File: src/hw/rtl/assert_macros.svh
// Assertion macros shared by the stepper ramp RTL.
// Each macro expects clk and rst_n in scope.
`ifndef ASSERT_MACROS_SVH
`define ASSERT_MACROS_SVH

// Plain property, checked on every rising edge out of reset.
`define SRRG_ASSERT(lbl, prop, msg) \
    lbl: assert property (@(posedge clk) disable iff (!rst_n) (prop)) else $error(msg);

// Same-cycle implication.
`define SRRG_ASSERT_IMP(lbl, ante, cons, msg) \
    lbl: assert property (@(posedge clk) disable iff (!rst_n) (ante) |-> (cons)) else $error(msg);

`endif

File: src/hw/rtl/srrg_pkg.sv
// Package for the stepper rate ramp generator: beat types, register
// indexes, sequencer states and serial unit widths. No dependencies.
`timescale 1ns / 1ps

package srrg_pkg;

    localparam int DIV_NUM_W  = 48;
    localparam int DIV_DEN_W  = 64;
    localparam int MUL_W      = 32;
    localparam int SQRT_IN_W  = 64;
    localparam int SQRT_OUT_W = 32;
    localparam int APB_ADDR_W = 6;
    localparam int APB_DATA_W = 64;

    localparam logic [2:0] REG_STEP_RATE   = 3'd0;
    localparam logic [2:0] REG_ACCEL_OFS   = 3'd1;
    localparam logic [2:0] REG_ACCEL_SCALE = 3'd2;
    localparam logic [2:0] REG_STOP_THR    = 3'd3;
    localparam logic [2:0] REG_MIN_SPEED   = 3'd4;
    localparam logic [2:0] REG_STEP_DEG    = 3'd5;

    localparam logic REQ_SET_SPEED = 1'b0;
    localparam logic REQ_COMPARE   = 1'b1;

    localparam logic [15:0] HALF_MAX = 16'hFFFF;

    typedef struct packed {
        logic               req_type;
        logic signed [23:0] target_speed;
    } srrg_in_t;

    typedef struct packed {
        logic               step_level;
        logic               direction;
        logic               running;
        logic [15:0]        half_period;
        logic               kick;
        logic signed [31:0] position;
    } srrg_out_t;

    typedef struct packed {
        logic busy;
        logic done;
    } unit_stat_t;

    typedef enum logic [3:0] {
        ST_IDLE,
        ST_SDIV,
        ST_DECIDE,
        ST_SQMUL,
        ST_ROOT,
        ST_CQMUL,
        ST_LIMDIV,
        ST_CLAMP,
        ST_HPDIV,
        ST_FINISH
    } seq_state_t;

endpackage

File: src/hw/rtl/srrg_div.sv
// Bit-serial restoring divider, one quotient bit per cycle.
// Depends on srrg_pkg for widths and the status struct.
`timescale 1ns / 1ps

module srrg_div (
    input  logic                              clk,
    input  logic                              rst_n,
    input  logic                              start,
    input  logic [srrg_pkg::DIV_NUM_W-1:0]    num,
    input  logic [srrg_pkg::DIV_DEN_W-1:0]    den,
    output logic [srrg_pkg::DIV_NUM_W-1:0]    quo,
    output srrg_pkg::unit_stat_t              stat
);
    import srrg_pkg::*;

    localparam int CNT_W = $clog2(DIV_NUM_W);

    logic [DIV_NUM_W-1:0] quo_reg, quo_next;
    logic [DIV_DEN_W-1:0] rem_reg, rem_next;
    logic [DIV_DEN_W-1:0] den_reg, den_next;
    logic [CNT_W-1:0]     cnt_reg, cnt_next;
    logic                 busy_reg, busy_next;
    logic                 done_reg, done_next;
    logic [DIV_DEN_W:0]   shifted;
    logic [DIV_DEN_W:0]   diff;

    always_comb
    begin
        shifted   = {rem_reg, quo_reg[DIV_NUM_W-1]};
        diff      = shifted - {1'b0, den_reg};
        quo_next  = quo_reg;
        rem_next  = rem_reg;
        den_next  = den_reg;
        cnt_next  = cnt_reg;
        busy_next = busy_reg;
        done_next = 1'b0;
        if (start)
        begin
            quo_next  = num;
            rem_next  = '0;
            den_next  = den;
            cnt_next  = CNT_W'(DIV_NUM_W - 1);
            busy_next = 1'b1;
        end
        else if (busy_reg)
        begin
            if (shifted >= {1'b0, den_reg})
            begin
                rem_next = diff[DIV_DEN_W-1:0];
                quo_next = {quo_reg[DIV_NUM_W-2:0], 1'b1};
            end
            else
            begin
                rem_next = shifted[DIV_DEN_W-1:0];
                quo_next = {quo_reg[DIV_NUM_W-2:0], 1'b0};
            end
            if (cnt_reg == '0)
            begin
                busy_next = 1'b0;
                done_next = 1'b1;
            end
            else
            begin
                cnt_next = cnt_reg - 1'b1;
            end
        end
    end

    always_ff @(posedge clk or negedge rst_n)
    begin
        if (!rst_n)
        begin
            cnt_reg  <= '0;
            busy_reg <= 1'b0;
            done_reg <= 1'b0;
        end
        else
        begin
            cnt_reg  <= cnt_next;
            busy_reg <= busy_next;
            done_reg <= done_next;
        end
    end

    always_ff @(posedge clk)
    begin
        quo_reg <= quo_next;
        rem_reg <= rem_next;
        den_reg <= den_next;
    end

    assign quo       = quo_reg;
    assign stat.busy = busy_reg;
    assign stat.done = done_reg;

endmodule

File: src/hw/rtl/srrg_mul.sv
// Bit-serial shift-add multiplier, one multiplier bit per cycle.
// Depends on srrg_pkg for widths and the status struct.
`timescale 1ns / 1ps

module srrg_mul (
    input  logic                            clk,
    input  logic                            rst_n,
    input  logic                            start,
    input  logic [srrg_pkg::MUL_W-1:0]      a,
    input  logic [srrg_pkg::MUL_W-1:0]      b,
    output logic [2*srrg_pkg::MUL_W-1:0]    prod,
    output srrg_pkg::unit_stat_t            stat
);
    import srrg_pkg::*;

    localparam int CNT_W = $clog2(MUL_W);

    logic [2*MUL_W-1:0] a_reg, a_next;
    logic [MUL_W-1:0]   b_reg, b_next;
    logic [2*MUL_W-1:0] acc_reg, acc_next;
    logic [CNT_W-1:0]   cnt_reg, cnt_next;
    logic               busy_reg, busy_next;
    logic               done_reg, done_next;

    always_comb
    begin
        a_next    = a_reg;
        b_next    = b_reg;
        acc_next  = acc_reg;
        cnt_next  = cnt_reg;
        busy_next = busy_reg;
        done_next = 1'b0;
        if (start)
        begin
            a_next    = {{MUL_W{1'b0}}, a};
            b_next    = b;
            acc_next  = '0;
            cnt_next  = CNT_W'(MUL_W - 1);
            busy_next = 1'b1;
        end
        else if (busy_reg)
        begin
            if (b_reg[0])
            begin
                acc_next = acc_reg + a_reg;
            end
            a_next = {a_reg[2*MUL_W-2:0], 1'b0};
            b_next = {1'b0, b_reg[MUL_W-1:1]};
            if (cnt_reg == '0)
            begin
                busy_next = 1'b0;
                done_next = 1'b1;
            end
            else
            begin
                cnt_next = cnt_reg - 1'b1;
            end
        end
    end

    always_ff @(posedge clk or negedge rst_n)
    begin
        if (!rst_n)
        begin
            cnt_reg  <= '0;
            busy_reg <= 1'b0;
            done_reg <= 1'b0;
        end
        else
        begin
            cnt_reg  <= cnt_next;
            busy_reg <= busy_next;
            done_reg <= done_next;
        end
    end

    always_ff @(posedge clk)
    begin
        a_reg   <= a_next;
        b_reg   <= b_next;
        acc_reg <= acc_next;
    end

    assign prod      = acc_reg;
    assign stat.busy = busy_reg;
    assign stat.done = done_reg;

endmodule

File: src/hw/rtl/srrg_sqrt.sv
// Digit-serial integer square root, one root bit (two radicand bits) per cycle.
// Depends on srrg_pkg for widths and the status struct.
`timescale 1ns / 1ps

module srrg_sqrt (
    input  logic                              clk,
    input  logic                              rst_n,
    input  logic                              start,
    input  logic [srrg_pkg::SQRT_IN_W-1:0]    radicand,
    output logic [srrg_pkg::SQRT_OUT_W-1:0]   root,
    output srrg_pkg::unit_stat_t              stat
);
    import srrg_pkg::*;

    localparam int CNT_W = $clog2(SQRT_OUT_W);
    localparam int REM_W = SQRT_OUT_W + 2;

    logic [SQRT_IN_W-1:0]  v_reg, v_next;
    logic [REM_W-1:0]      rem_reg, rem_next;
    logic [SQRT_OUT_W-1:0] root_reg, root_next;
    logic [CNT_W-1:0]      cnt_reg, cnt_next;
    logic                  busy_reg, busy_next;
    logic                  done_reg, done_next;
    logic [REM_W+1:0]      rem_sh;
    logic [REM_W+1:0]      trial;
    logic [REM_W+1:0]      diff;

    always_comb
    begin
        rem_sh    = {rem_reg, v_reg[SQRT_IN_W-1:SQRT_IN_W-2]};
        trial     = {2'b00, root_reg, 2'b01};
        diff      = rem_sh - trial;
        v_next    = v_reg;
        rem_next  = rem_reg;
        root_next = root_reg;
        cnt_next  = cnt_reg;
        busy_next = busy_reg;
        done_next = 1'b0;
        if (start)
        begin
            v_next    = radicand;
            rem_next  = '0;
            root_next = '0;
            cnt_next  = CNT_W'(SQRT_OUT_W - 1);
            busy_next = 1'b1;
        end
        else if (busy_reg)
        begin
            if (rem_sh >= trial)
            begin
                rem_next  = diff[REM_W-1:0];
                root_next = {root_reg[SQRT_OUT_W-2:0], 1'b1};
            end
            else
            begin
                rem_next  = rem_sh[REM_W-1:0];
                root_next = {root_reg[SQRT_OUT_W-2:0], 1'b0};
            end
            v_next = {v_reg[SQRT_IN_W-3:0], 2'b00};
            if (cnt_reg == '0)
            begin
                busy_next = 1'b0;
                done_next = 1'b1;
            end
            else
            begin
                cnt_next = cnt_reg - 1'b1;
            end
        end
    end

    always_ff @(posedge clk or negedge rst_n)
    begin
        if (!rst_n)
        begin
            cnt_reg  <= '0;
            busy_reg <= 1'b0;
            done_reg <= 1'b0;
        end
        else
        begin
            cnt_reg  <= cnt_next;
            busy_reg <= busy_next;
            done_reg <= done_next;
        end
    end

    always_ff @(posedge clk)
    begin
        v_reg    <= v_next;
        rem_reg  <= rem_next;
        root_reg <= root_next;
    end

    assign root      = root_reg;
    assign stat.busy = busy_reg;
    assign stat.done = done_reg;

endmodule

File: src/hw/rtl/stepper_rate_ramp_generator_core.sv
// Stepper rate ramp generator top level: APB registers, sequencer, step state.
// Depends on srrg_pkg, srrg_div, srrg_mul, srrg_sqrt and assert_macros.svh.
//
//   channel  | dir | handshake            | payload
//   ---------+-----+----------------------+-----------------------
//   in       | in  | in_valid / in_stall   | srrg_in_t  in_data
//   out      | out | out_valid / out_stall | srrg_out_t out_data
//   cfg      | in  | APB, pready tied high | 64-bit regs at 8*index
//
// A compare beat goes from idle straight to the finish state. A set-speed
// beat runs up to three serial divides, two serial multiplies and a serial
// root, one after another. One beat is in work at a time; the next is
// accepted once the result is registered, even while out_stall holds it.
// Reset is asynchronous, active low, with no clearing pass.
`timescale 1ns / 1ps
`include "assert_macros.svh"

module stepper_rate_ramp_generator_core (
    input  logic                              clk,
    input  logic                              rst_n,
    input  logic                              in_valid,
    output logic                              in_stall,
    input  srrg_pkg::srrg_in_t                in_data,
    output logic                              out_valid,
    input  logic                              out_stall,
    output srrg_pkg::srrg_out_t               out_data,
    input  logic                              psel,
    input  logic                              penable,
    input  logic                              pwrite,
    input  logic [srrg_pkg::APB_ADDR_W-1:0]   paddr,
    input  logic [srrg_pkg::APB_DATA_W-1:0]   pwdata,
    output logic [srrg_pkg::APB_DATA_W-1:0]   prdata,
    output logic                              pready
);
    import srrg_pkg::*;

    // configuration
    logic [31:0] step_rate_reg, step_rate_next;
    logic [47:0] accel_ofs_reg, accel_ofs_next;
    logic [31:0] accel_scale_reg, accel_scale_next;
    logic [15:0] stop_thr_reg, stop_thr_next;
    logic [15:0] min_speed_reg, min_speed_next;
    logic [23:0] step_deg_reg, step_deg_next;
    logic        cfg_wr;
    logic [2:0]  cfg_idx;

    // motor state
    logic        toggle_phase_reg, toggle_phase_next;
    logic        pin_level_reg, pin_level_next;
    logic        turn_ccw_reg, turn_ccw_next;
    logic        is_stopped_reg, is_stopped_next;
    logic        int_enable_reg, int_enable_next;
    logic [15:0] active_hp_reg, active_hp_next;
    logic [15:0] pending_hp_reg, pending_hp_next;
    logic [31:0] angle_acc_reg, angle_acc_next;

    // work registers for the beat in flight
    seq_state_t  state_reg, state_next;
    logic        req_reg, req_next;
    logic [23:0] raw_reg, raw_next;
    logic [31:0] s_reg, s_next;
    logic [23:0] mag_reg, mag_next;
    logic        ccw_new_reg, ccw_new_next;
    logic        stop_reg, stop_next;

    // output register
    logic        out_valid_reg, out_valid_next;
    srrg_out_t   out_data_reg, out_data_next;

    // serial units
    logic                    div_start, mul_start, sqrt_start;
    logic [DIV_NUM_W-1:0]    div_num, div_quo;
    logic [DIV_DEN_W-1:0]    div_den;
    logic [MUL_W-1:0]        mul_a, mul_b;
    logic [2*MUL_W-1:0]      mul_prod;
    logic [SQRT_IN_W-1:0]    sqrt_in;
    logic [SQRT_OUT_W-1:0]   sqrt_root;
    unit_stat_t              div_stat, mul_stat, sqrt_stat;

    // decision terms
    logic        in_acc;
    logic        slot_free;
    logic        dec_neg;
    logic [23:0] dec_mag;
    logic        dec_stop;
    logic        dec_ramp;
    logic [64:0] sq_sum;
    logic [23:0] clamp_mag;
    logic [46:0] hp_q;
    logic [15:0] hp_sat;
    logic        commit;

    srrg_div u_div (
        .clk    (clk),
        .rst_n  (rst_n),
        .start  (div_start),
        .num    (div_num),
        .den    (div_den),
        .quo    (div_quo),
        .stat   (div_stat)
    );

    srrg_mul u_mul (
        .clk    (clk),
        .rst_n  (rst_n),
        .start  (mul_start),
        .a      (mul_a),
        .b      (mul_b),
        .prod   (mul_prod),
        .stat   (mul_stat)
    );

    srrg_sqrt u_sqrt (
        .clk      (clk),
        .rst_n    (rst_n),
        .start    (sqrt_start),
        .radicand (sqrt_in),
        .root     (sqrt_root),
        .stat     (sqrt_stat)
    );

    assign in_stall  = (state_reg != ST_IDLE);
    assign in_acc    = in_valid && !in_stall;
    assign slot_free = !out_valid_reg || !out_stall;
    assign commit    = (state_reg == ST_FINISH) && slot_free;
    assign pready    = 1'b1;
    assign out_valid = out_valid_reg;
    assign out_data  = out_data_reg;

    // ---------------- configuration port ----------------
    assign cfg_wr  = psel && penable && pwrite && pready;
    assign cfg_idx = paddr[5:3];

    always_comb
    begin
        step_rate_next   = step_rate_reg;
        accel_ofs_next   = accel_ofs_reg;
        accel_scale_next = accel_scale_reg;
        stop_thr_next    = stop_thr_reg;
        min_speed_next   = min_speed_reg;
        step_deg_next    = step_deg_reg;
        if (cfg_wr)
        begin
            case (cfg_idx)
                REG_STEP_RATE:   step_rate_next   = pwdata[31:0];
                REG_ACCEL_OFS:   accel_ofs_next   = pwdata[47:0];
                REG_ACCEL_SCALE: accel_scale_next = pwdata[31:0];
                REG_STOP_THR:    stop_thr_next    = pwdata[15:0];
                REG_MIN_SPEED:   min_speed_next   = pwdata[15:0];
                REG_STEP_DEG:    step_deg_next    = pwdata[23:0];
                default:         step_rate_next   = step_rate_reg;
            endcase
        end
    end

    always_comb
    begin
        case (cfg_idx)
            REG_STEP_RATE:   prdata = {32'b0, step_rate_reg};
            REG_ACCEL_OFS:   prdata = {16'b0, accel_ofs_reg};
            REG_ACCEL_SCALE: prdata = {32'b0, accel_scale_reg};
            REG_STOP_THR:    prdata = {48'b0, stop_thr_reg};
            REG_MIN_SPEED:   prdata = {48'b0, min_speed_reg};
            REG_STEP_DEG:    prdata = {40'b0, step_deg_reg};
            default:         prdata = '0;
        endcase
    end

    // ---------------- decision terms ----------------
    always_comb
    begin
        dec_neg = raw_reg[23];
        dec_mag = dec_neg ? (24'h800000 - {1'b0, raw_reg[22:0]}) : {1'b0, raw_reg[22:0]};
        if (dec_mag == '0)
        begin
            dec_neg = 1'b0;
        end
        // while the speed is nonzero, a target against the present direction of turn becomes zero
        if ((s_reg != '0) &&
            ((turn_ccw_reg && dec_neg) || (!turn_ccw_reg && !dec_neg && (dec_mag != '0))))
        begin
            dec_mag = '0;
            dec_neg = 1'b0;
        end
        dec_stop  = (dec_mag < {8'b0, stop_thr_reg});
        dec_ramp  = ({8'b0, dec_mag} > s_reg);
        sq_sum    = {1'b0, mul_prod} + {17'b0, accel_ofs_reg};
        clamp_mag = (mag_reg < {8'b0, min_speed_reg}) ? {8'b0, min_speed_reg} : mag_reg;
        hp_q      = div_quo[DIV_NUM_W-1:1];
        hp_sat    = (hp_q[46:16] != '0) ? HALF_MAX : hp_q[15:0];
    end

    // ---------------- sequencer: next state ----------------
    always_comb
    begin
        state_next = state_reg;
        unique case (state_reg)
            ST_IDLE:
            begin
                if (in_acc)
                begin
                    if (in_data.req_type == REQ_COMPARE)
                        state_next = ST_FINISH;
                    else if (is_stopped_reg || (active_hp_reg == '0))
                        state_next = ST_DECIDE;
                    else
                        state_next = ST_SDIV;
                end
            end
            ST_SDIV:
            begin
                if (div_stat.done)
                    state_next = ST_DECIDE;
            end
            ST_DECIDE:
            begin
                if (dec_stop)
                    state_next = ST_FINISH;
                else if (dec_ramp)
                    state_next = ST_SQMUL;
                else
                    state_next = ST_CLAMP;
            end
            ST_SQMUL:
            begin
                if (mul_stat.done)
                    state_next = ST_ROOT;
            end
            ST_ROOT:
            begin
                if (sqrt_stat.done)
                    state_next = ST_CQMUL;
            end
            ST_CQMUL:
            begin
                if (mul_stat.done)
                    state_next = (mul_prod == '0) ? ST_CLAMP : ST_LIMDIV;
            end
            ST_LIMDIV:
            begin
                if (div_stat.done)
                    state_next = ST_CLAMP;
            end
            ST_CLAMP:
            begin
                state_next = (clamp_mag == '0) ? ST_FINISH : ST_HPDIV;
            end
            ST_HPDIV:
            begin
                if (div_stat.done)
                    state_next = ST_FINISH;
            end
            ST_FINISH:
            begin
                if (slot_free)
                    state_next = ST_IDLE;
            end
            default:
            begin
                state_next = ST_IDLE;
            end
        endcase
    end

    // ---------------- sequencer: unit launches ----------------
    always_comb
    begin
        div_start  = 1'b0;
        div_num    = {16'b0, step_rate_reg};
        div_den    = {48'b0, active_hp_reg};
        mul_start  = 1'b0;
        mul_a      = s_reg;
        mul_b      = s_reg;
        sqrt_start = 1'b0;
        sqrt_in    = sq_sum[64] ? {SQRT_IN_W{1'b1}} : sq_sum[63:0];
        unique case (state_reg)
            ST_IDLE:
            begin
                div_start = in_acc && (in_data.req_type == REQ_SET_SPEED) &&
                            !is_stopped_reg && (active_hp_reg != '0);
            end
            ST_DECIDE:
            begin
                mul_start = !dec_stop && dec_ramp;
            end
            ST_SQMUL:
            begin
                sqrt_start = mul_stat.done;
            end
            ST_ROOT:
            begin
                mul_start = sqrt_stat.done;
                mul_a     = sqrt_root - s_reg;
                mul_b     = accel_scale_reg;
            end
            ST_CQMUL:
            begin
                div_start = mul_stat.done && (mul_prod != '0);
                div_num   = {step_rate_reg, 16'b0};
                div_den   = mul_prod;
            end
            ST_CLAMP:
            begin
                div_start = (clamp_mag != '0);
                div_den   = {40'b0, clamp_mag};
            end
            default:
            begin
                div_start = 1'b0;
            end
        endcase
    end

    // ---------------- datapath and step state ----------------
    always_comb
    begin
        req_next          = req_reg;
        raw_next          = raw_reg;
        s_next            = s_reg;
        mag_next          = mag_reg;
        ccw_new_next      = ccw_new_reg;
        stop_next         = stop_reg;
        toggle_phase_next = toggle_phase_reg;
        pin_level_next    = pin_level_reg;
        turn_ccw_next     = turn_ccw_reg;
        is_stopped_next   = is_stopped_reg;
        int_enable_next   = int_enable_reg;
        active_hp_next    = active_hp_reg;
        pending_hp_next   = pending_hp_reg;
        angle_acc_next    = angle_acc_reg;
        out_data_next     = out_data_reg;
        out_valid_next    = out_stall ? out_valid_reg : 1'b0;

        if (in_acc)
        begin
            req_next = in_data.req_type;
            raw_next = in_data.target_speed;
            if (is_stopped_reg)
                s_next = '0;
            else if (active_hp_reg == '0)
                s_next = '1;
        end

        if ((state_reg == ST_SDIV) && div_stat.done)
            s_next = div_quo[31:0];

        if (state_reg == ST_DECIDE)
        begin
            mag_next     = dec_mag;
            ccw_new_next = !dec_neg;
            stop_next    = dec_stop;
        end

        // take the ramp limit when it is below the target
        if ((state_reg == ST_LIMDIV) && div_stat.done && (div_quo < {24'b0, mag_reg}))
            mag_next = div_quo[23:0];

        if ((state_reg == ST_CLAMP) && (clamp_mag == '0))
            pending_hp_next = HALF_MAX;

        if ((state_reg == ST_HPDIV) && div_stat.done)
            pending_hp_next = hp_sat;

        if (commit)
        begin
            out_data_next.kick = 1'b0;
            if (req_reg == REQ_COMPARE)
            begin
                if (int_enable_reg)
                begin
                    if (toggle_phase_reg)
                    begin
                        pin_level_next    = 1'b0;
                        toggle_phase_next = 1'b0;
                    end
                    else
                    begin
                        pin_level_next    = 1'b1;
                        toggle_phase_next = 1'b1;
                        if (turn_ccw_reg)
                            angle_acc_next = angle_acc_reg + {8'b0, step_deg_reg};
                        else
                            angle_acc_next = angle_acc_reg - {8'b0, step_deg_reg};
                    end
                    active_hp_next  = pending_hp_reg;
                    is_stopped_next = 1'b0;
                end
            end
            else
            begin
                turn_ccw_next = ccw_new_reg;
                if (stop_reg)
                begin
                    if (!is_stopped_reg)
                    begin
                        int_enable_next = 1'b0;
                        pin_level_next  = 1'b0;
                        is_stopped_next = 1'b1;
                    end
                end
                else if (is_stopped_reg)
                begin
                    int_enable_next    = 1'b1;
                    out_data_next.kick = 1'b1;
                end
            end
            out_data_next.step_level  = pin_level_next;
            out_data_next.direction   = turn_ccw_next;
            out_data_next.running     = int_enable_next;
            out_data_next.half_period = active_hp_next;
            out_data_next.position    = angle_acc_next;
            out_valid_next            = 1'b1;
        end
    end

    always_ff @(posedge clk or negedge rst_n)
    begin
        if (!rst_n)
        begin
            state_reg        <= ST_IDLE;
            out_valid_reg    <= 1'b0;
            step_rate_reg    <= '0;
            accel_ofs_reg    <= '0;
            accel_scale_reg  <= '0;
            stop_thr_reg     <= 16'd1;
            min_speed_reg    <= 16'd1;
            step_deg_reg     <= '0;
            toggle_phase_reg <= 1'b0;
            pin_level_reg    <= 1'b0;
            turn_ccw_reg     <= 1'b1;
            is_stopped_reg   <= 1'b1;
            int_enable_reg   <= 1'b0;
            active_hp_reg    <= '0;
            pending_hp_reg   <= '0;
            angle_acc_reg    <= '0;
        end
        else
        begin
            state_reg        <= state_next;
            out_valid_reg    <= out_valid_next;
            step_rate_reg    <= step_rate_next;
            accel_ofs_reg    <= accel_ofs_next;
            accel_scale_reg  <= accel_scale_next;
            stop_thr_reg     <= stop_thr_next;
            min_speed_reg    <= min_speed_next;
            step_deg_reg     <= step_deg_next;
            toggle_phase_reg <= toggle_phase_next;
            pin_level_reg    <= pin_level_next;
            turn_ccw_reg     <= turn_ccw_next;
            is_stopped_reg   <= is_stopped_next;
            int_enable_reg   <= int_enable_next;
            active_hp_reg    <= active_hp_next;
            pending_hp_reg   <= pending_hp_next;
            angle_acc_reg    <= angle_acc_next;
        end
    end

    always_ff @(posedge clk)
    begin
        req_reg      <= req_next;
        raw_reg      <= raw_next;
        s_reg        <= s_next;
        mag_reg      <= mag_next;
        ccw_new_reg  <= ccw_new_next;
        stop_reg     <= stop_next;
        out_data_reg <= out_data_next;
    end

    // ---------------- assertions ----------------
    `SRRG_ASSERT_IMP(a_kick_runs, out_valid_reg && out_data_reg.kick, out_data_reg.running, "kick without running")
    `SRRG_ASSERT_IMP(a_stop_pin_low, is_stopped_reg, !pin_level_reg, "step pin high while stopped")
    `SRRG_ASSERT_IMP(a_div_done_waited, div_stat.done, (state_reg == ST_SDIV) || (state_reg == ST_LIMDIV) || (state_reg == ST_HPDIV), "divider result with no waiting state")
    `SRRG_ASSERT(a_no_restart, !((div_start && div_stat.busy) || (mul_start && mul_stat.busy) || (sqrt_start && sqrt_stat.busy)), "serial unit restarted while busy")

endmodule
File: config.mk
export PLATFORM = sky130hd
export DESIGN_NAME = stepper_rate_ramp_generator_core
export DESIGN_NICKNAME = d
export VERILOG_FILES = /design/src/hw/rtl/srrg_pkg.sv /design/src/hw/rtl/srrg_div.sv /design/src/hw/rtl/srrg_mul.sv /design/src/hw/rtl/srrg_sqrt.sv /design/src/hw/rtl/stepper_rate_ramp_generator_core.sv
export VERILOG_INCLUDE_DIRS = /design/src /design/src/hw/rtl
export SDC_FILE = /design/constraint.sdc
export NUM_CORES = 2
export LEC_CHECK = 0
export ABC_AREA = 0
export BUFFER_PORTS_ARGS = -buffer_cell sky130_fd_sc_hd__buf_2
export CAP_MARGIN = 20
export CORE_UTILIZATION = 36
export CTS_BUF_LIST = sky130_fd_sc_hd__clkbuf_16
export CTS_CLUSTER_SIZE = 28
export DETAILED_ROUTE_END_ITERATION = 8
export PLACE_DENSITY = 0.63
export SKIP_LAST_GASP = 1
export SYNTH_ARGS = -nofsm -noshare
export SYNTH_HDL_FRONTEND = slang
export SYNTH_HIERARCHICAL = 1
export SYNTH_SLANG_ARGS = --single-unit
File: constraint.sdc
create_clock -name clk -period 7.15 [get_ports clk]
set_input_delay 0 -clock clk [delete_from_list [all_inputs] [get_ports clk]]
set_output_delay 0 -clock clk [all_outputs]
set_load 0.01 [all_outputs]
==> impl_metrics.tcl <==
set metrics [dict create \
    drive_gt1_share_pct 14.28 \
    grt-busiest-layer "met2" \
    fp.dieW_um 398.0 \
    io_buffers 184 \
    fin_nets 6672 \
    period_share_pct 93.70 \
    leakage_nw 27.35 \
    max_freq_mhz 149.3 \
    arrival_ps 7310 \
    power_density_nw_per_um2 340.1 \
    placedCellCount 8042 \
    gr-total-overflow 0 \
    hold_depth 3 \
    r2r_slack_ps 450 \
    synth_area_per_cell_sq_um 9.310 \
    rsz0062_at_grt "no" \
    numCtsBuffers 100 \
    ant_nets 0 \
    grt_pass1_vias 45030 \
    slew_violations 0 \
    r2r_cells 26 \
    ys_warn_count 6 \
    p_sw_share_pct 40.63 \
    fin_crit_ps 6699 \
    cts_buffer_depth 3 \
    via_count 47999 \
    hold_class "primary input to register" \
    io_pins 221 \
    hold_end "accel_ofs_reg[34]$_DFFE_PN0P_" \
    critPathRequiredTime_ps 7760 \
    drt_pass1_iterations 6 \
    cp-end-kind "register" \
    area_growth_pct 12.94 \
    power.share.clock_pct 24.5 \
    drtIter0Drc 4955 \
    start_util_pct 36.44 \
    startpoint_type "register" \
    min_from "pwdata[34]" \
    slew_headroom_pct 22.89 \
    final_hold_viol_count 0 \
    clk_pin_slew_worst_paths_ps 60 \
    status "completed" \
    antenna_found_initial 19 \
    maxCapViolations 0 \
    finalSetupTns_ps 0 \
    use_met2_pct 35.47 \
    cts_root_buf "clkbuf_16" \
    htreeDepth 3 \
    stdcell_count 8347 \
    viasPerCell 5.750 \
    pre_cts_ws_ps 309.0 \
    skew_ps 52.11 \
    critPathMaxFanout 32 \
    drt-total-wl_um 188300 \
    grtUsageMet1_pct 32.46 \
    tightest_slew_ps 1146 \
    p_sw_mw 8.812 \
    combPwrFrac_pct 39.9 \
    grt_use_met3_pct 4.124 \
    design.core.area_sq_um 154900 \
    post_cts_buffers 0 \
    row_count 144 \
    critPathBufInv 2 \
    grt_pass1_wl_um 280700 \
    peakVddDrop_mv 0.1973 \
    synth_area_sq_um 56460 \
    seq_power_share_pct 35.6 \
    r2r_end "u_mul/prod[23]$_SDFFE_PP0P_" \
    clkSinkCount 865 \
    crit_type "register to register" \
    intPower_mw 12.88 \
    die_h_um 398.0 \
    grtUsageTotal_pct 23.11 \
    r2r-start "raw_reg[0]$_DFFE_PP_" \
    critPathLaunch "raw_reg[0]$_DFFE_PP_" \
    critPathSlowestCell "a32o_4" \
    setup_violations 0 \
    drc 0 \
    hpwl_um 141700 \
    finish.utilization_pct 41.15 \
    wl_per_cell_um 22.55 \
    syn_inst 6064 \
    insertion_delay_ps 740 \
    crit_family "compound AO/OA/AOI/OAI gates" \
    slowest_delay_ps 540 \
    grt_start_max_net_pins 123 \
    gp_congestion 0.9621 \
    die_area_sq_um 158400 \
    cts_tree "yes" \
    worst_slack_ps 450.8 \
]
[how the worst max path moves through the flow]
stage / end / slack [ps] / cells after the start
after floorplan: u_mul/a_reg[0]$_SDFFCE_PN0P_ / 990 / 23
after global placement: u_mul/prod[23]$_SDFFE_PP0P_ / 480 / 26
after detailed placement: u_mul/prod[23]$_SDFFE_PP0P_ / 310 / 26
after CTS: u_mul/prod[23]$_SDFFE_PP0P_ / 260 / 26
after global routing: u_mul/prod[23]$_SDFFE_PP0P_ / 30 / 26
final: u_mul/prod[23]$_SDFFE_PP0P_ / 450 / 26
[per-layer routing]
metal,part of all wire (%),vias to the layer above
met5,0.045,-
met4,3.5,12
li1,-,22393
met2,44,1893
met3,8.2,331
met1,44,23370
[metrics by stage]
stage	hold WS (ps)	power, mW	instance area, sq um
after CTS	0.7133	21.58	63680
final	54.94	21.69	63760
after global placement	86.57	16.00	59220
after floorplan	-295.6	13.48	56510
after detailed placement	94.20	16.16	59230
after global routing	34.31	22.91	63750
[power by group through the flow]
| stage | Combinational, mW | Sequential (mW) | Clock, mW |
|---|---|---|---|
| after floorplan | 6.38 | 7.10 | 0 |
| after global placement | 8.28 | 7.72 | 0 |
| after detailed placement | 8.41 | 7.75 | 0 |
| after CTS | 8.51 | 7.66 | 5.40 |
| after global routing | 9.53 | 7.78 | 5.60 |
| final | 8.65 | 7.71 | 5.32 |
[worst register-to-register path, cell delays in order (launching register included)]
cell and delay, ps:
edfxtp_1 440, inv_1 130, ha_1 200, nor2b_1 310, nand3_4 170, or4_1 490
mux2_1 330, a32o_1 270, o2111a_2 170, a41oi_4 380, nor2_1 230, ha_1 340
nor2b_1 110, o21ai_0 80, nand2b_1 80, a21oi_1 60, or3_1 320, o211ai_1 120
a221oi_1 120, o21ai_0 180, a221oi_1 130, a311oi_2 420, a32o_4 540, buf_4 460
nor3b_1 100, o211a_1 160, a211o_1 250
[what timing repair did]
| item | in CTS | in global routing |
|---|---|---|
| resized for setup | 0 | 2 |
| setup endpoints to repair | 0 | 125 |
| hold buffers | 106 | 0 |
| endpoints found under the hold margin | 281 | 0 |
[cell usage in the layout (no fill, tap or decap), drive strengths merged, types with 37 or more instances in the layout]
cell	count
a21o	177
inv	323
nor2b	56
nor2	452
nand2	715
nand4	84
xnor2	131
clkbuf	104
nand2b	55
a22oi	70
dfrtp	260
o21bai	57
a21oi	430
o21ai	360
a311oi	45
or3	39
and2	96
nor3	96
dlygate4sd3	105
dfxtp	226
and3	41
mux2	398
o211ai	37
clkinv	41
ha	356
buf	252
a211oi	67
xor2	134
mux2i	90
nor4	64
nand3	100
edfxtp	375
[area by class of cell]
class	count	area (sq um)
well taps	2044	2557
multi-input cells	4591	31730
flip-flops and latches	865	22400
fillers	15164	91190
clock inverters	85	768.2
inverters	294	1104
clock buffers	104	2603
repair buffers	357	2580
diodes	7	17.52
(Power assumes the default switching activity.)
